## src/rtl/ordered_action_set_table_macros.svh

```systemverilog
// ----------------------------------------------------------------------------
// ordered_action_set_table assertion macros
// Concurrent check wrappers that compile away in synthesis builds.
// ----------------------------------------------------------------------------
`ifndef ORDERED_ACTION_SET_TABLE_MACROS_SVH
`define ORDERED_ACTION_SET_TABLE_MACROS_SVH

`ifndef SYNTHESIS

// consequent must hold in the same cycle as the antecedent
`define OAST_ASSERT_SAME(label, clk, rst, ante, cons) \
   label: assert property (@(posedge clk) disable iff (rst) (ante) |-> (cons)) \
      else $error("oast: check failed");

// consequent must hold in the cycle after the antecedent
`define OAST_ASSERT_NEXT(label, clk, rst, ante, cons) \
   label: assert property (@(posedge clk) disable iff (rst) (ante) |=> (cons)) \
      else $error("oast: check failed");

`else

`define OAST_ASSERT_SAME(label, clk, rst, ante, cons)
`define OAST_ASSERT_NEXT(label, clk, rst, ante, cons)

`endif

`endif

```

## src/rtl/oast_pkg.sv

```systemverilog
// ----------------------------------------------------------------------------
// oast_pkg
// Shared codes, types and the action rank table of the ordered action set.
// ----------------------------------------------------------------------------
package oast_pkg;

   // request modes
   localparam logic [1:0] MODE_WRITE   = 2'd0;
   localparam logic [1:0] MODE_CLEAR   = 2'd1;
   localparam logic [1:0] MODE_EXECUTE = 2'd2;

   // result kinds
   localparam logic [1:0] KIND_WRITE = 2'd0;
   localparam logic [1:0] KIND_ENTRY = 2'd1;
   localparam logic [1:0] KIND_EMPTY = 2'd2;

   // write status codes
   localparam logic [1:0] WSTAT_INSERTED = 2'd0;
   localparam logic [1:0] WSTAT_REPLACED = 2'd1;
   localparam logic [1:0] WSTAT_DROPPED  = 2'd2;

   // stop causes
   localparam logic [1:0] STOP_NONE   = 2'd0;
   localparam logic [1:0] STOP_GROUP  = 2'd1;
   localparam logic [1:0] STOP_OUTPUT = 2'd2;

   // action type codes
   localparam logic [15:0] TYPE_OUTPUT       = 16'd0;
   localparam logic [15:0] TYPE_COPY_TTL_OUT = 16'd11;
   localparam logic [15:0] TYPE_COPY_TTL_IN  = 16'd12;
   localparam logic [15:0] TYPE_SET_MPLS_TTL = 16'd15;
   localparam logic [15:0] TYPE_DEC_MPLS_TTL = 16'd16;
   localparam logic [15:0] TYPE_PUSH_VLAN    = 16'd17;
   localparam logic [15:0] TYPE_POP_VLAN     = 16'd18;
   localparam logic [15:0] TYPE_PUSH_MPLS    = 16'd19;
   localparam logic [15:0] TYPE_POP_MPLS     = 16'd20;
   localparam logic [15:0] TYPE_SET_QUEUE    = 16'd21;
   localparam logic [15:0] TYPE_GROUP        = 16'd22;
   localparam logic [15:0] TYPE_SET_NW_TTL   = 16'd23;
   localparam logic [15:0] TYPE_DEC_NW_TTL   = 16'd24;
   localparam logic [15:0] TYPE_SET_FIELD    = 16'd25;
   localparam logic [15:0] TYPE_PUSH_PBB     = 16'd26;
   localparam logic [15:0] TYPE_POP_PBB      = 16'd27;
   localparam logic [15:0] TYPE_EXPERIMENTER = 16'd65535;

   // rank codes, ascending precedence order (10, 20, ... 79, 80, 90)
   localparam logic [3:0] RANK_10 = 4'd0;
   localparam logic [3:0] RANK_20 = 4'd1;
   localparam logic [3:0] RANK_30 = 4'd2;
   localparam logic [3:0] RANK_40 = 4'd3;
   localparam logic [3:0] RANK_50 = 4'd4;
   localparam logic [3:0] RANK_60 = 4'd5;
   localparam logic [3:0] RANK_70 = 4'd6;
   localparam logic [3:0] RANK_75 = 4'd7;
   localparam logic [3:0] RANK_79 = 4'd8;
   localparam logic [3:0] RANK_80 = 4'd9;
   localparam logic [3:0] RANK_90 = 4'd10;

   // datapath operations
   typedef enum logic [3:0] {
      DP_NOP,
      DP_LOAD,
      DP_CLEAR,
      DP_SCAN,
      DP_REPLACE,
      DP_SHIFT_PREP,
      DP_SHIFT,
      DP_INSERT,
      DP_EX_READ,
      DP_EX_NEXT,
      DP_EX_END
   } dp_op_type;

   // result selection for the output register
   typedef enum logic [2:0] {
      RSP_INSERTED,
      RSP_REPLACED,
      RSP_DROPPED,
      RSP_EMPTY,
      RSP_EXEC
   } rsp_sel_type;

   typedef struct packed {
      dp_op_type   op;
      logic        rsp_load;
      rsp_sel_type rsp_sel;
   } dp_cmd_type;

   typedef struct packed {
      logic scan_done;
      logic match;
      logic full;
      logic empty;
      logic shift_done;
      logic ex_fin;
   } dp_stat_type;

   // precedence rank of an action type
   function automatic logic [3:0] rank_of(input logic [15:0] ty);
      logic [3:0] rk;
      case (ty)
         TYPE_COPY_TTL_IN:                              rk = RANK_10;
         TYPE_POP_VLAN, TYPE_POP_MPLS, TYPE_POP_PBB:    rk = RANK_20;
         TYPE_PUSH_VLAN, TYPE_PUSH_MPLS, TYPE_PUSH_PBB: rk = RANK_30;
         TYPE_COPY_TTL_OUT:                             rk = RANK_40;
         TYPE_DEC_MPLS_TTL, TYPE_DEC_NW_TTL:            rk = RANK_50;
         TYPE_SET_MPLS_TTL, TYPE_SET_NW_TTL,
         TYPE_SET_FIELD:                                rk = RANK_60;
         TYPE_SET_QUEUE:                                rk = RANK_70;
         TYPE_EXPERIMENTER:                             rk = RANK_75;
         TYPE_GROUP:                                    rk = RANK_80;
         TYPE_OUTPUT:                                   rk = RANK_90;
         default:                                       rk = RANK_79;
      endcase
      return rk;
   endfunction

endpackage

```

## src/rtl/oast_dp.sv

```systemverilog
// ----------------------------------------------------------------------------
// oast_dp
// Datapath: entry memory, scan and shift pointers, result register.
// ----------------------------------------------------------------------------
module oast_dp
   import oast_pkg::*;
#(
   parameter int SET_DEPTH   = 16,
   parameter int HANDLE_BITS = 32
) (
   input  logic        clock,
   input  logic        reset,
   input  dp_cmd_type  cmd,
   output dp_stat_type stat,
   input  logic [15:0] req_action_type,
   input  logic [31:0] req_action_ref,
   output logic [1:0]  rsp_kind,
   output logic [1:0]  rsp_write_status,
   output logic [15:0] rsp_out_type,
   output logic [31:0] rsp_out_ref,
   output logic [1:0]  rsp_stop_cause,
   output logic        rsp_last
);

   localparam int AW   = $clog2(SET_DEPTH);
   localparam int CW   = $clog2(SET_DEPTH + 1);
   localparam int KEEP = (HANDLE_BITS < 32) ? HANDLE_BITS : 32;

   // entry memory
   logic [15:0]     type_mem   [SET_DEPTH];
   logic [KEEP-1:0] handle_mem [SET_DEPTH];
   logic [3:0]      rank_mem   [SET_DEPTH];

   // captured request
   logic [15:0]     cmd_type_ff;
   logic [KEEP-1:0] cmd_handle_ff;
   logic [3:0]      cmd_rank_ff;

   // control registers
   logic [CW-1:0] count_ff, count_in;
   logic [CW-1:0] ptr_ff, ptr_in;
   logic          rd_vld_ff, rd_vld_in;
   logic [AW-1:0] rd_idx_ff, rd_idx_in;
   logic          match_ff, match_in;
   logic [AW-1:0] match_idx_ff, match_idx_in;
   logic          pos_found_ff, pos_found_in;
   logic [CW-1:0] pos_ff, pos_in;

   // registered read data
   logic [15:0]     rd_type_ff;
   logic [KEEP-1:0] rd_handle_ff;
   logic [3:0]      rd_rank_ff;

   // result register
   logic [1:0]  kind_ff, kind_in;
   logic [1:0]  wstat_ff, wstat_in;
   logic [15:0] otype_ff, otype_in;
   logic [31:0] oref_ff, oref_in;
   logic [1:0]  stop_ff, stop_in;
   logic        last_ff, last_in;

   // memory port controls
   logic            rd_en;
   logic [AW-1:0]   rd_addr;
   logic            wr_all;
   logic            wr_handle;
   logic [AW-1:0]   wr_addr;
   logic [15:0]     wr_type;
   logic [KEEP-1:0] wr_handle_data;
   logic [3:0]      wr_rank;

   logic [CW-1:0] ptr_dec;
   logic [CW-1:0] ptr_inc;
   logic          hit_type;
   logic          hit_rank;
   logic [1:0]    rd_stop;

   assign ptr_dec  = ptr_ff - CW'(1);
   assign ptr_inc  = ptr_ff + CW'(1);
   assign hit_type = (rd_type_ff == cmd_type_ff) && (cmd_type_ff != TYPE_SET_FIELD);
   assign hit_rank = cmd_rank_ff < rd_rank_ff;

   // stop cause of the entry under the execute pointer
   always_comb begin
      if (rd_type_ff == TYPE_GROUP) begin
         rd_stop = STOP_GROUP;
      end else if (rd_type_ff == TYPE_OUTPUT) begin
         rd_stop = STOP_OUTPUT;
      end else begin
         rd_stop = STOP_NONE;
      end
   end

   // status back to the controller
   assign stat.scan_done  = (ptr_ff == count_ff) && !rd_vld_ff;
   assign stat.match      = match_ff;
   assign stat.full       = count_ff == CW'(SET_DEPTH);
   assign stat.empty      = count_ff == '0;
   assign stat.shift_done = (ptr_ff == pos_ff) && !rd_vld_ff;
   assign stat.ex_fin     = (rd_stop != STOP_NONE) || (ptr_inc == count_ff);

   // memory access per operation
   always_comb begin
      rd_en          = 1'b0;
      rd_addr        = ptr_ff[AW-1:0];
      wr_all         = 1'b0;
      wr_handle      = 1'b0;
      wr_addr        = pos_ff[AW-1:0];
      wr_type        = cmd_type_ff;
      wr_handle_data = cmd_handle_ff;
      wr_rank        = cmd_rank_ff;
      case (cmd.op)
         DP_SCAN: begin
            rd_en = ptr_ff < count_ff;
         end
         DP_SHIFT: begin
            rd_en   = ptr_ff > pos_ff;
            rd_addr = ptr_dec[AW-1:0];
            if (rd_vld_ff) begin
               wr_all         = 1'b1;
               wr_addr        = rd_idx_ff + AW'(1);
               wr_type        = rd_type_ff;
               wr_handle_data = rd_handle_ff;
               wr_rank        = rd_rank_ff;
            end
         end
         DP_REPLACE: begin
            wr_handle = 1'b1;
            wr_addr   = match_idx_ff;
         end
         DP_INSERT: begin
            wr_all = 1'b1;
         end
         DP_EX_READ: begin
            rd_en = 1'b1;
         end
         DP_EX_NEXT: begin
            rd_en   = 1'b1;
            rd_addr = ptr_inc[AW-1:0];
         end
         default: begin
         end
      endcase
   end

   // pointer and flag updates
   always_comb begin
      count_in     = count_ff;
      ptr_in       = ptr_ff;
      rd_vld_in    = rd_vld_ff;
      rd_idx_in    = rd_idx_ff;
      match_in     = match_ff;
      match_idx_in = match_idx_ff;
      pos_found_in = pos_found_ff;
      pos_in       = pos_ff;
      case (cmd.op)
         DP_LOAD: begin
            ptr_in       = '0;
            rd_vld_in    = 1'b0;
            match_in     = 1'b0;
            pos_found_in = 1'b0;
            pos_in       = count_ff;
         end
         DP_CLEAR, DP_EX_END: begin
            count_in = '0;
         end
         DP_SCAN: begin
            rd_vld_in = rd_en;
            if (rd_en) begin
               ptr_in    = ptr_inc;
               rd_idx_in = ptr_ff[AW-1:0];
            end
            // first same-type entry and first entry of higher rank
            if (rd_vld_ff) begin
               if (hit_type && !match_ff) begin
                  match_in     = 1'b1;
                  match_idx_in = rd_idx_ff;
               end
               if (hit_rank && !pos_found_ff) begin
                  pos_found_in = 1'b1;
                  pos_in       = CW'(rd_idx_ff);
               end
            end
         end
         DP_SHIFT_PREP: begin
            ptr_in    = count_ff;
            rd_vld_in = 1'b0;
         end
         DP_SHIFT: begin
            rd_vld_in = rd_en;
            if (rd_en) begin
               ptr_in    = ptr_dec;
               rd_idx_in = ptr_dec[AW-1:0];
            end
         end
         DP_INSERT: begin
            count_in = count_ff + CW'(1);
         end
         DP_EX_NEXT: begin
            ptr_in = ptr_inc;
         end
         default: begin
         end
      endcase
   end

   // next result
   always_comb begin
      kind_in  = KIND_WRITE;
      wstat_in = WSTAT_INSERTED;
      otype_in = '0;
      oref_in  = '0;
      stop_in  = STOP_NONE;
      last_in  = 1'b1;
      case (cmd.rsp_sel)
         RSP_INSERTED: wstat_in = WSTAT_INSERTED;
         RSP_REPLACED: wstat_in = WSTAT_REPLACED;
         RSP_DROPPED:  wstat_in = WSTAT_DROPPED;
         RSP_EMPTY:    kind_in  = KIND_EMPTY;
         RSP_EXEC: begin
            kind_in  = KIND_ENTRY;
            otype_in = rd_type_ff;
            oref_in  = 32'(rd_handle_ff);
            stop_in  = rd_stop;
            last_in  = stat.ex_fin;
         end
         default: begin
         end
      endcase
   end

   // memory write and registered read
   always_ff @(posedge clock) begin
      if (wr_all) begin
         type_mem[wr_addr] <= wr_type;
         rank_mem[wr_addr] <= wr_rank;
      end
      if (wr_all || wr_handle) begin
         handle_mem[wr_addr] <= wr_handle_data;
      end
      if (rd_en) begin
         rd_type_ff   <= type_mem[rd_addr];
         rd_handle_ff <= handle_mem[rd_addr];
         rd_rank_ff   <= rank_mem[rd_addr];
      end
   end

   // request capture and result register
   always_ff @(posedge clock) begin
      if (cmd.op == DP_LOAD) begin
         cmd_type_ff   <= req_action_type;
         cmd_handle_ff <= req_action_ref[KEEP-1:0];
         cmd_rank_ff   <= rank_of(req_action_type);
      end
      if (cmd.rsp_load) begin
         kind_ff  <= kind_in;
         wstat_ff <= wstat_in;
         otype_ff <= otype_in;
         oref_ff  <= oref_in;
         stop_ff  <= stop_in;
         last_ff  <= last_in;
      end
      match_idx_ff <= match_idx_in;
      rd_idx_ff    <= rd_idx_in;
      pos_ff       <= pos_in;
   end

   // control registers
   always_ff @(posedge clock) begin
      if (reset) begin
         count_ff     <= '0;
         ptr_ff       <= '0;
         rd_vld_ff    <= 1'b0;
         match_ff     <= 1'b0;
         pos_found_ff <= 1'b0;
      end else begin
         count_ff     <= count_in;
         ptr_ff       <= ptr_in;
         rd_vld_ff    <= rd_vld_in;
         match_ff     <= match_in;
         pos_found_ff <= pos_found_in;
      end
   end

   assign rsp_kind         = kind_ff;
   assign rsp_write_status = wstat_ff;
   assign rsp_out_type     = otype_ff;
   assign rsp_out_ref      = oref_ff;
   assign rsp_stop_cause   = stop_ff;
   assign rsp_last         = last_ff;

endmodule

```

## src/rtl/oast_ctrl.sv

```systemverilog
// ----------------------------------------------------------------------------
// oast_ctrl
// Controller: sequences write, clear and execute and owns the handshakes.
// ----------------------------------------------------------------------------
module oast_ctrl
   import oast_pkg::*;
(
   input  logic        clock,
   input  logic        reset,
   input  logic        req_valid,
   output logic        req_ready,
   input  logic [1:0]  req_mode,
   output logic        rsp_valid,
   input  logic        rsp_ready,
   output dp_cmd_type  cmd,
   input  dp_stat_type stat
);

   typedef enum logic [3:0] {
      ST_IDLE,
      ST_SCAN,
      ST_REPLACE,
      ST_SHIFT_PREP,
      ST_SHIFT,
      ST_INSERT,
      ST_RESP,
      ST_EX_READ,
      ST_EMIT
   } state_type;

   state_type   state_ff, state_in;
   rsp_sel_type sel_ff, sel_in;
   logic        ready_ff, ready_in;
   logic        rsp_valid_ff, rsp_valid_in;
   logic        accept;
   logic        slot_free;

   assign accept    = req_valid && ready_ff;
   assign slot_free = !rsp_valid_ff || rsp_ready;

   // next state and datapath command
   always_comb begin
      state_in     = state_ff;
      sel_in       = sel_ff;
      cmd.op       = DP_NOP;
      cmd.rsp_load = 1'b0;
      cmd.rsp_sel  = sel_ff;
      case (state_ff)
         ST_IDLE: begin
            if (accept) begin
               case (req_mode)
                  MODE_WRITE: begin
                     cmd.op   = DP_LOAD;
                     state_in = ST_SCAN;
                  end
                  MODE_CLEAR: begin
                     cmd.op = DP_CLEAR;
                  end
                  MODE_EXECUTE: begin
                     cmd.op = DP_LOAD;
                     if (stat.empty) begin
                        sel_in   = RSP_EMPTY;
                        state_in = ST_RESP;
                     end else begin
                        state_in = ST_EX_READ;
                     end
                  end
                  default: begin
                  end
               endcase
            end
         end
         ST_SCAN: begin
            cmd.op = DP_SCAN;
            if (stat.scan_done) begin
               if (stat.match) begin
                  state_in = ST_REPLACE;
               end else if (stat.full) begin
                  sel_in   = RSP_DROPPED;
                  state_in = ST_RESP;
               end else begin
                  state_in = ST_SHIFT_PREP;
               end
            end
         end
         ST_REPLACE: begin
            cmd.op   = DP_REPLACE;
            sel_in   = RSP_REPLACED;
            state_in = ST_RESP;
         end
         ST_SHIFT_PREP: begin
            cmd.op   = DP_SHIFT_PREP;
            state_in = ST_SHIFT;
         end
         ST_SHIFT: begin
            cmd.op = DP_SHIFT;
            if (stat.shift_done) begin
               state_in = ST_INSERT;
            end
         end
         ST_INSERT: begin
            cmd.op   = DP_INSERT;
            sel_in   = RSP_INSERTED;
            state_in = ST_RESP;
         end
         ST_RESP: begin
            if (slot_free) begin
               cmd.rsp_load = 1'b1;
               state_in     = ST_IDLE;
            end
         end
         ST_EX_READ: begin
            cmd.op   = DP_EX_READ;
            state_in = ST_EMIT;
         end
         ST_EMIT: begin
            cmd.rsp_sel = RSP_EXEC;
            if (slot_free) begin
               cmd.rsp_load = 1'b1;
               if (stat.ex_fin) begin
                  cmd.op   = DP_EX_END;
                  state_in = ST_IDLE;
               end else begin
                  cmd.op = DP_EX_NEXT;
               end
            end
         end
         default: begin
            state_in = ST_IDLE;
         end
      endcase
   end

   // output valid and input ready
   always_comb begin
      if (cmd.rsp_load) begin
         rsp_valid_in = 1'b1;
      end else if (rsp_ready) begin
         rsp_valid_in = 1'b0;
      end else begin
         rsp_valid_in = rsp_valid_ff;
      end
      ready_in = state_in == ST_IDLE;
   end

   // state and registered outputs
   always_ff @(posedge clock) begin
      if (reset) begin
         state_ff     <= ST_IDLE;
         sel_ff       <= RSP_INSERTED;
         ready_ff     <= 1'b0;
         rsp_valid_ff <= 1'b0;
      end else begin
         state_ff     <= state_in;
         sel_ff       <= sel_in;
         ready_ff     <= ready_in;
         rsp_valid_ff <= rsp_valid_in;
      end
   end

   assign req_ready = ready_ff;
   assign rsp_valid = rsp_valid_ff;

endmodule

```

## src/rtl/ordered_action_set_table.sv

```systemverilog
// ----------------------------------------------------------------------------
// ordered_action_set_table
// Action set of one packet, kept sorted by action precedence rank.
// ----------------------------------------------------------------------------
// Usage:
//   req_ channel carries one item: mode (write, clear, execute), action type
//   and action handle. rsp_ channel returns results: one write status per
//   write, one item per executed entry, or one empty marker for an execute
//   on an empty set. rsp_last marks the final result of an item; a clear
//   returns nothing.
//   A write scans every stored entry once (one memory read per cycle), then
//   moves the entries behind the insert point up by one (one per cycle).
//   Execute emits one entry per cycle unless a stalled rsp_ready holds it.
//   The single read port of the entry memory sets these rates.
//   One item is worked on at a time; req_ready returns once its results are
//   all in the output register, which may still hold one result.
//   Reset empties the set and drops any result not yet taken; req_ready
//   rises in the cycle after reset is released. A stalled rsp_ready holds the
//   pending result and pauses the execute sequence.
// ----------------------------------------------------------------------------
`include "ordered_action_set_table_macros.svh"

module ordered_action_set_table
   import oast_pkg::*;
#(
   parameter int SET_DEPTH   = 16,
   parameter int HANDLE_BITS = 32
) (
   input  logic        clock,
   input  logic        reset,
   input  logic        req_valid,
   output logic        req_ready,
   input  logic [1:0]  req_mode,
   input  logic [15:0] req_action_type,
   input  logic [31:0] req_action_ref,
   output logic        rsp_valid,
   input  logic        rsp_ready,
   output logic [1:0]  rsp_kind,
   output logic [1:0]  rsp_write_status,
   output logic [15:0] rsp_out_type,
   output logic [31:0] rsp_out_ref,
   output logic [1:0]  rsp_stop_cause,
   output logic        rsp_last
);

   dp_cmd_type  cmd;
   dp_stat_type stat;

   // sequencing
   oast_ctrl u_ctrl (
      .clock     (clock),
      .reset     (reset),
      .req_valid (req_valid),
      .req_ready (req_ready),
      .req_mode  (req_mode),
      .rsp_valid (rsp_valid),
      .rsp_ready (rsp_ready),
      .cmd       (cmd),
      .stat      (stat)
   );

   // entry storage and result register
   oast_dp #(
      .SET_DEPTH   (SET_DEPTH),
      .HANDLE_BITS (HANDLE_BITS)
   ) u_dp (
      .clock            (clock),
      .reset            (reset),
      .cmd              (cmd),
      .stat             (stat),
      .req_action_type  (req_action_type),
      .req_action_ref   (req_action_ref),
      .rsp_kind         (rsp_kind),
      .rsp_write_status (rsp_write_status),
      .rsp_out_type     (rsp_out_type),
      .rsp_out_ref      (rsp_out_ref),
      .rsp_stop_cause   (rsp_stop_cause),
      .rsp_last         (rsp_last)
   );

   // a pending result is never overwritten before it is taken
   `OAST_ASSERT_SAME(a_no_overwrite, clock, reset, cmd.rsp_load, !rsp_valid || rsp_ready)
   // status and empty markers are single results
   `OAST_ASSERT_SAME(a_single_last, clock, reset, rsp_valid && rsp_kind != KIND_ENTRY, rsp_last)
   // a clear leaves the set empty
   `OAST_ASSERT_NEXT(a_clear_empties, clock, reset, req_valid && req_ready && req_mode == MODE_CLEAR, stat.empty)

endmodule

```

## config.mk

```make
export PLATFORM = sky130hd
export DESIGN_NAME = ordered_action_set_table
export DESIGN_NICKNAME = d
export VERILOG_FILES = /design/src/rtl/oast_pkg.sv /design/src/rtl/oast_dp.sv /design/src/rtl/oast_ctrl.sv /design/src/rtl/ordered_action_set_table.sv
export VERILOG_INCLUDE_DIRS = /design/src /design/src/rtl
export SDC_FILE = /design/constraint.sdc
export NUM_CORES = 1
export LEC_CHECK = 0
export BUFFER_PORTS_ARGS = -buffer_cell sky130_fd_sc_hd__buf_2
export CELL_PAD_IN_SITES_DETAIL_PLACEMENT = 1
export CELL_PAD_IN_SITES_GLOBAL_PLACEMENT = 1
export CORE_UTILIZATION = 30
export CTS_CLUSTER_SIZE = 40
export DETAILED_ROUTE_END_ITERATION = 6
export PLACE_DENSITY_LB_ADDON = 0.15
export SKIP_CTS_REPAIR_TIMING = 1
export SYNTH_ARGS = -nofsm -noshare
export SYNTH_HDL_FRONTEND = slang
export SYNTH_SLANG_ARGS = --single-unit
```

## constraint.sdc

```tcl
create_clock -name clock -period 18.17 [get_ports clock]
set_input_delay 1.817 -clock clock [delete_from_list [all_inputs] [get_ports clock]]
set_output_delay 1.817 -clock clock [all_outputs]
set_load 0.1 [all_outputs]
```

Word level (Yosys, flattened, before mapping) --
Memory sizes are Yosys's and may differ from the RTL's. A register that Yosys moved wholly into a read port is not among the register bits. Index checks and enable logic that the tools add are counted.
Word-level totals: register bits after elaboration 142, memories kept 3, logic and storage cells 199, input bits 54, memory bits (writable) 832, output and inout bits 57
Memories:
- u_dp.handle_mem | depth 16, width 32, read ports 1, clocked after Yosys merged registers in 1, wr ports 1, line oast_dp.sv:31 | logic [KEEP-1:0] handle_mem [SET_DEPTH];
- u_dp.type_mem | depth 16, width 16, read ports 1, clocked after Yosys merged registers in 1, wr ports 1, line oast_dp.sv:30 | logic [15:0] type_mem [SET_DEPTH];
- u_dp.rank_mem | depth 16, width 4, read ports 1, clocked after Yosys merged registers in 1, wr ports 1, line oast_dp.sv:32 | logic [3:0] rank_mem [SET_DEPTH];
Operators by class: muxes and demuxes 67, reductions and logical operators 43, add/subtract/negate cells 4, order comparisons 3, equality and inequality tests 58
Operators with widths (count):
- == test 16 x 5 -> 1 bit, second input constant | 13
- two-way mux 32 bit | 2
- case mux 4 bit (8 select lines) | 2
- two-way mux 4 bit | 13
- == test 16 x 4 -> 1 bit, second input constant | 3
- case mux 4 bit (10 select lines) | 1
- == test 4 x 3 -> 1 bit, second input constant | 8
- logical NOT 16 bit | 2
- two-way mux 16 bit | 2
- case mux 4 bit (2 select lines) | 4
- two-way mux 5 bit | 5
- case mux 5 bit (5 select lines) | 1
- two-way mux 3 bit | 8
- case mux 5 bit (2 select lines) | 2
- == test 16 bit | 1
- == test 16 bit, second input constant | 1
- == test 4 x 2 -> 1 bit, second input constant | 4
- == test 4 bit, second input constant | 4
- inequality test 16 x 5 -> 1 bit, second input constant | 1
- == test 5 bit | 3
- AND reduction 3 bit | 5
- two-way mux 1 bit | 14
- OR reduction 2 bit | 7
- inequality test 2 x 1 -> 1 bit, second input constant | 6
- other kinds (30) | 63

Longest topological paths before layout --
Gate-level depths: netlist of run 1.
depth after elaboration 13, mapped depth 15, depth with buffers taken out 10

By module --
From an unflattened synthesis of run 1, not the netlist that was laid out.
Unflattened totals: cells, all modules 2042, area total of the unflattened synthesis 40528.9 µm²
By module, submodules not included:
- oast_dp | instances 1, area an instance 39849.5 µm², seq. area each 30409.2 µm², cells each 1958
- oast_ctrl | instances 1, area an instance 679.4 µm², seq. area each 160.2 µm², cells each 84

Worst setup path after synthesis of run 1 --
No wires, ideal clock.
kind input to register, start in rsp_ready, end reg u_dp.rd_handle_ff[0], read port of u_dp.handle_mem (enable), buffers on the path 0, stages 4, data arrival time 6258 ps, setup time 540 ps, required time 17630 ps, path slack 11372 ps, path through nor2b_1 -> nor2_4 -> a21boi_0 -> o31ai_1
On the way: word-level cells in the longest chain between the ends 6, elaborated cells between the ends (all ways) 10, classes of those cells eq/ne: 4; mux: 4; reduce/logical: 2
Ends and longest elaborated chain:
- start: declaration | line ordered_action_set_table.sv:37 | input logic rsp_ready,
- logical OR 1 bit * | line oast_ctrl.sv:39 | assign slot_free = !rsp_valid_ff || rsp_ready;
- two-way mux 5 bit * | line oast_ctrl.sv:118 | if (slot_free) begin
- case mux 4 bit (8 select lines) * | line oast_ctrl.sv:48 | case (state_ff)
- == test 4 bit | line oast_dp.sv:112 | case (cmd.op)
- OR reduction 2 bit (no line)
- case mux 1 bit (3 select lines) * | line oast_dp.sv:112
- named net u_dp.rd_en | line oast_dp.sv:63 | logic rd_en;
- end: declaration | line oast_dp.sv:51 | logic [KEEP-1:0] rd_handle_ff;
The timed path passes the listed nets; every way through them passes the cells marked *. A chain may end at the register's enable or synchronous reset.

Worst setup path in the final report of run 1 --
start reg u_ctrl.state_ff[2], end reg u_dp.rd_handle_ff[22], read port of u_dp.handle_mem (data pin)
On the way: word-level cells in the longest chain between the ends 5, elaborated cells between the ends (all ways) 16, classes of those cells eq/ne: 11; mux: 3; reduce/logical: 2
Ends and longest elaborated chain:
- start: declaration | line oast_ctrl.sv:31 | state_type state_ff, state_in;
- start signal: assignment | line oast_ctrl.sv:154 | state_ff <= state_in;
- == test 4 bit (tied with other cells) | line oast_ctrl.sv:48
- case mux 4 bit (8 select lines) * | line oast_ctrl.sv:48
- == test 4 bit | line oast_dp.sv:112
- OR reduction 2 bit (no line)
- case mux 1 bit (3 select lines) | line oast_dp.sv:112
Mark *: on every way between the ends. The rest lies on a longest branch, timed or not.

==> impl_metrics.yaml, run 1 <==
logic_synthesis:
  synth_edf_count: 1004
  yosys-top-cells-count: "1004 x edfxtp_1, 556 x nand2_1, 210 x mux2i_1, 209 x a32oi_1, 81 x clkbuf_1"
  ys_warn_count: 0
  synth_most_common_cell: "edfxtp_1"
  synth_nets: 2703
  ys_async_sr_fraction_pct: 0
  ys_seq_area_share_pct: 75.4
  synth_area_leader_cell: "edfxtp_1"
  syn-mean-instance-area_um2: 15.4
  ys_types: 63
  synthesis.area_mm2: 0.0406
  synth_area_leaders: "edfxtp_1 74%, mux2i_1 5.2%, nand2_1 5.1%"
  syn_inst: 2630
  synth_top_area_share_pct: 74.3
  synthFlopType: "edfxtp_1"
  ys_seq_elements: 1025
power_and_ir_drop:
  p_leak_nw: 16.5
  pwr_density_cell_mw_per_mm2: 133
  vdd_drop_max_mv: 0.0956
place:
  placed_cell_area_mm2: 0.0434
  gp_congestion: 0.763
  dpl.hpwl_um: 66100
  port_buffers: 110
global_route:
  overflow: 0
  grtUsageTotal_pct: 18.5
  grt_pass1_wl_um: 181000
  first_global_vias: 25000
  antenna_found_initial: 6
  grt_max_degree: 160
critical_path:
  crit_arrival_ns: 5.88
  critPathLaunchType: "register"
  crit_fanout: 39
  end_kind: "register"
  critPathKind: "register to register"
  required_ns: 18.64
die:
  die_h_um: 370
  ios: 111
  initial_core_util_pct: 30.3
  dieArea_mm2: 0.137
  rows: 134
  core_area_mm2: 0.134
  dieWidth_um: 370
clock_network:
  cts_buffers: 111
  cts_tree: "built"
  cts_root_buf: "clkbuf_16"
  clkLatencyLatePin_ns: 0.73
  htreeDepth: 3
  cts_sinks: 1025
  clockBufferDepth: 3
  clk_transition_reported_paths_ns: 0.06
route:
  drt-total-wl_um: 128000
  vias_per_cell: 5.16
  via_count: 23900
  first_pass_iters: 7
  ant_nets: 0
  remaining_drc_errors: 24
  drtIter0Drc: 1609
  wl_per_cell_um: 27.6
sta:
  holdWs_ns: 0.498
  tightestPinTransition_ns: 1.23
  hold_viol: 0
  drv_slew: 0
  setup_viol: 0
  max_freq_mhz: 185
  max_slew_margin_pct: 17.9
  rsz0062_at_grt: "false"
  finalCriticalPeriod_ns: 5.40
  final.period_utilization_pct: 29.7
  tns_ns: 0
  finClkSkew_ns: 0.0331
outcome:
  outcome: "finished, violations left"
  violations: "DRC"
cells_and_area:
  nets: 2842
  num-fill-cells: 13700
  syn2layout_area_growth_pct: 15.8
  post-route-util_pct: 35.1
  drive_above_1_share_pct: 14.2
  final_cell_area_mm2: 0.0470
worst_hold_path:
  hold_path_class: "register to register"
flow_run:
  cap_violations: 0
## worst max-delay path, stage by stage, from the launching register on
cell	delay (ns)
dfxtp_1	0.81
nor2b_1	0.42
nand2_1	0.34
inv_1	0.50
nand2_1	0.23
o31ai_4	0.12
xor2_1	0.28
nor3_4	1.07
buf_4	0.88
a32oi_1	0.14
and4_1	0.27
## cell type report
class / count / area [um2] / share of cell area [%]
Sequential cell: 1025 / 30600 / 65.1
Multi-Input combinational cell: 1432 / 9480 / 20.2
Clock buffer: 141 / 2920 / 6.22
Tap cell: 1768 / 2210 / 4.71
Timing Repair Buffer: 176 / 1060 / 2.25
Clock inverter: 63 / 634 / 1.35
Inverter: 23 / 86.3 / 0.184
Antenna cell: 3 / 7.51 / 0.0160
## final timing paths
check | start | to | slack (ns) | depth (start not counted)
max | u_ctrl.state_ff[2] | u_dp.rd_handle_ff[22] | 12.77 | 10
min | u_dp.pos_found_ff | u_dp.pos_found_ff | 0.50 | 2
max reg2reg | u_ctrl.state_ff[2] | u_dp.rd_handle_ff[22] | 12.77 | 10
min reg2reg | u_dp.pos_found_ff | u_dp.pos_found_ff | 0.50 | 2
## power breakdown
| group | switching, mW | leakage (nW) | internal (mW) |
|---|---|---|---|
| Combinational | 0.854 | 5.43 | 0.400 |
| Clock | 0.950 | 1.74 | 1.29 |
| Sequential | 0.0378 | 9.31 | 2.71 |
## metrics by stage
stage | std cells | setup slack (ns) | power, mW
5_1_grt | 4628 | 12.44 | 6.48
6_report | 4631 | 12.77 | 6.25
4_1_cts | 4628 | 12.78 | 6.32
2_1_floorplan | 2630 | 11.37 | 3.62
3_5_place_dp | 4424 | 12.25 | 4.07
3_3_place_gp | 4424 | 12.32 | 4.04
## registers in the layout, summed over array words and instances (netlist names), 2 cells and up
signal / cells
u_ctrl.sel_ff: 2
u_ctrl.state_ff: 4
u_dp.cmd_handle_ff: 32
u_dp.cmd_rank_ff: 4
u_dp.cmd_type_ff: 16
u_dp.count_ff: 5
u_dp.handle_mem: 512
u_dp.match_idx_ff: 4
u_dp.pos_ff: 5
u_dp.ptr_ff: 5
u_dp.rank_mem: 64
u_dp.rd_handle_ff: 32
u_dp.rd_idx_ff: 4
u_dp.rd_rank_ff: 4
u_dp.rd_type_ff: 16
u_dp.rsp_kind: 2
u_dp.rsp_out_ref: 32
u_dp.rsp_out_type: 16
u_dp.rsp_stop_cause: 2
u_dp.rsp_write_status: 2
u_dp.type_mem: 256
## layer usage
metal / vias up / global-route usage [%] / wire length [um]
met5: - / 0 / 0
met3: 184 / 2.52 / 6070
met2: 592 / 30.5 / 61300
met1: 12700 / 25.4 / 57700
li1: 10400 / - / -
met4: 0 / 5.57 / 2950
## logic make-up (layout without fill, tap and decap cells)
logic type	after synthesis	count (layout)	share of synthesized area, %
AO/OA/AOI/OAI	319	319	6.42
XOR/XNOR	32	32	0.710
AND/OR/NAND/NOR	834	834	9.38
multiplexers	228	228	5.68
adder cells (fa/ha/maj)	19	19	0.586
flip-flops	1025	1025	75.4
buffers and inverters	173	403	1.84
other	0	3	0
## layout by cell type, fill, tap and decap left out, types with 8 or more instances in the layout
cell type	netlist	layout
xnor2_1	17	17
mux2_2	18	18
bufinv_16	0	11
clkinv_2	0	18
nor3_4	0	8
a21oi_1	24	24
and4_1	53	53
o21ai_0	26	25
inv_1	23	22
dfxtp_1	21	21
edfxtp_1	1004	1004
nor3_1	20	20
mux2i_1	210	210
xor2_1	14	14
nor2_1	71	38
clkinv_1	0	23
clkbuf_1	81	27
a31oi_1	8	8
nor2_4	1	18
nor2_2	0	16
a32oi_1	209	209
and2_1	48	48
ha_1	19	19
clkbuf_16	0	111
nand2_1	556	555
a211oi_1	9	9
buf_2	58	110
nor4_1	13	13
nand3_1	17	17
buf_4	6	65
Note: power is estimated with default switching activity, not from simulation.
==> run 2: changes to the inputs <==
==> constraint.sdc (replaced) <==
create_clock -name clock -period 4.4 [get_ports clock]
set_input_delay 0.44 -clock clock [delete_from_list [all_inputs] [get_ports clock]]
set_output_delay 0.44 -clock clock [all_outputs]
set_load 0.1 [all_outputs]
==> impl_metrics.yaml, run 2 (synthesis gave the netlist of run 1 again) <==
cells_and_area:
  regArea_mm2: 0.0306
  final_cell_mix: "1004 x edfxtp_1, 555 x nand2_1, 210 x mux2i_1"
  largest_reg_flops: 512
  fin_cells: 4739
  final_common_cell: "edfxtp_1"
  nets: 2944
  top_regs: "u_dp.handle_mem: 512 flops, u_dp.type_mem: 256 flops, u_dp.rank_mem: 64 flops"
  regMostFlops: "u_dp.handle_mem"
  syn2layout_area_growth_pct: 18.8
  num-fill-cells: 13700
  multi_input_area_mm2: 0.00948
  drive_above_1_share_pct: 15.6
route:
  vias_per_cell: 5.06
  ant_nets: 0
  drt-total-wl_um: 126000
  first_pass_iters: 7
  remaining_drc_errors: 23
  wl_per_cell_um: 26.6
  via_count: 24000
  drtIter0Drc: 2030
power_and_ir_drop:
  pwr_density_cell_mw_per_mm2: 540
  combPwrFrac_pct: 21.8
  internal-power_mw: 18.4
  vdd_drop_max_mv: 0.413
  p_leak_nw: 17.0
  p_clk_share_pct: 34.6
  power_frac_seq_pct: 43.5
  fin_total_pwr_mw: 26.0
  p_sw_share_pct: 29.5
  p_switching_mw: 7.67
clock_network:
  clkLatencyLatePin_ns: 0.72
  cts_tree: "built"
  clk_transition_reported_paths_ns: 0.06
  cts_sinks: 1025
  clockBufferDepth: 3
  htreeDepth: 3
  cts_buffers: 111
  cts_root_buf: "clkbuf_16"
global_route:
  grt_max_degree: 57
  grt_pass1_wl_um: 181000
  overflow: 0
  first_global_vias: 25400
  grtUsageTotal_pct: 18.3
  antenna_found_initial: 7
sta:
  finClkSkew_ns: 0.0361
  max_slew_margin_pct: 24.6
  drv_slew: 0
  setup_viol: 0
  tightestPinTransition_ns: 1.10
  final.period_utilization_pct: 92.7
  rsz0062_at_grt: "false"
  finalCriticalPeriod_ns: 4.08
  hold_viol: 0
  holdWs_ns: 0.0474
  tns_ns: 0
  max_freq_mhz: 245
die:
  dieWidth_um: 370
  rows: 134
  ios: 111
  die_h_um: 370
  dieArea_mm2: 0.137
  core_area_mm2: 0.134
  initial_core_util_pct: 30.3
place:
  dp_cells: 4483
  port_buffers: 110
  dpl.hpwl_um: 70000
  gp_congestion: 0.763
critical_path:
  critPathKind: "register to register"
  r2r_slack_ns: 0.32
  critPathLaunch: "u_dp.rd_type_ff[5]"
  crit_arrival_ns: 4.66
  r2r_end: "u_dp.rd_handle_ff[1]"
  required_ns: 4.98
  crit_fanout: 13
  r2r-start: "u_dp.rd_type_ff[5]"
  reg2reg_depth: 9
  critPathLaunchType: "register"
  end_kind: "register"
  worstSetupEndpoint: "u_dp.rd_handle_ff[1]"
flow_run:
  cap_violations: 0
worst_hold_path:
  hold_path_class: "input pin to register"
outcome:
  violations: "DRC"
  outcome: "finished, violations left"
==> run 2: cell count changes in the layout (fill, tap and decap cells not counted), moves of 4 or more <==
cell	change
dlygate4sd3_1	+43
buf_12	+32
buf_4	+27
clkinv_1	+17
clkbuf_1	-7
inv_6	-5
bufinv_16	-4
==> run 2: metal layers <==
| layer | routed length [um] | track usage (%) |
|---|---|---|
| met1 | 58000 | 25.1 |
| met4 | 2560 | 4.96 |
| met2 | 59900 | 30.2 |
| met5 | 9 | 0 |
| met3 | 5610 | 2.70 |
==> run 2: critical path, stage by stage, from the launching register on <==
cell and delay (ns):
edfxtp_1 0.49, nor4_1 0.52, nand2_1 0.35, o31ai_4 0.53, nor2_1 0.23, mux2i_1 0.77, nor3_4 0.11, buf_4 0.26
a32oi_1 0.42, and4_1 0.25
==> run 2: per-stage QoR <==
stage          area (um2)  setup slack [ns]  util, %
6_report            48200             0.322     36.0
5_1_grt             48200            0.0926     36.0
4_1_cts             47800             0.218     35.7
3_5_place_dp        44300             0.212     33.1
3_3_place_gp        44300             0.258     33.1
2_1_floorplan       40600             0.423        -
==> run 2: power by group through the flow <==
stage | sequential (mW) | clock, mW | combinational [mW]
5_1_grt | 11.3 | 9.59 | 6.10
3_5_place_dp | 11.5 | 0 | 5.70
4_1_cts | 11.3 | 9.27 | 5.71
3_3_place_gp | 11.5 | 0 | 5.59
2_1_floorplan | 11.5 | 0 | 3.41
6_report | 11.3 | 9.01 | 5.68
==> run 2: how the worst min path moves through the flow <==
stage	cells past startpoint	to	startpoint	slack, ns
detailed placement	2	u_dp.pos_found_ff	u_dp.pos_found_ff	0.54
global route	1	u_dp.cmd_type_ff[2]	req_action_type[2]	0.04
global placement	2	u_dp.pos_found_ff	u_dp.pos_found_ff	0.52
floorplan	2	u_dp.pos_found_ff	u_dp.pos_found_ff	0.47
CTS	1	u_dp.cmd_handle_ff[6]	req_action_ref[6]	-0.16
finish	1	u_dp.cmd_type_ff[0]	req_action_type[0]	0.05
==> run 2: layout make-up <==
type	instances	area share, %
Tap cell	1768	4.59
Clock buffer	134	6.08
Multi-Input combinational cell	1432	19.7
Sequential cell	1025	63.4
Inverter	23	0.179
Antenna cell	3	0.0156
Timing Repair Buffer	278	4.84
Clock inverter	76	1.19
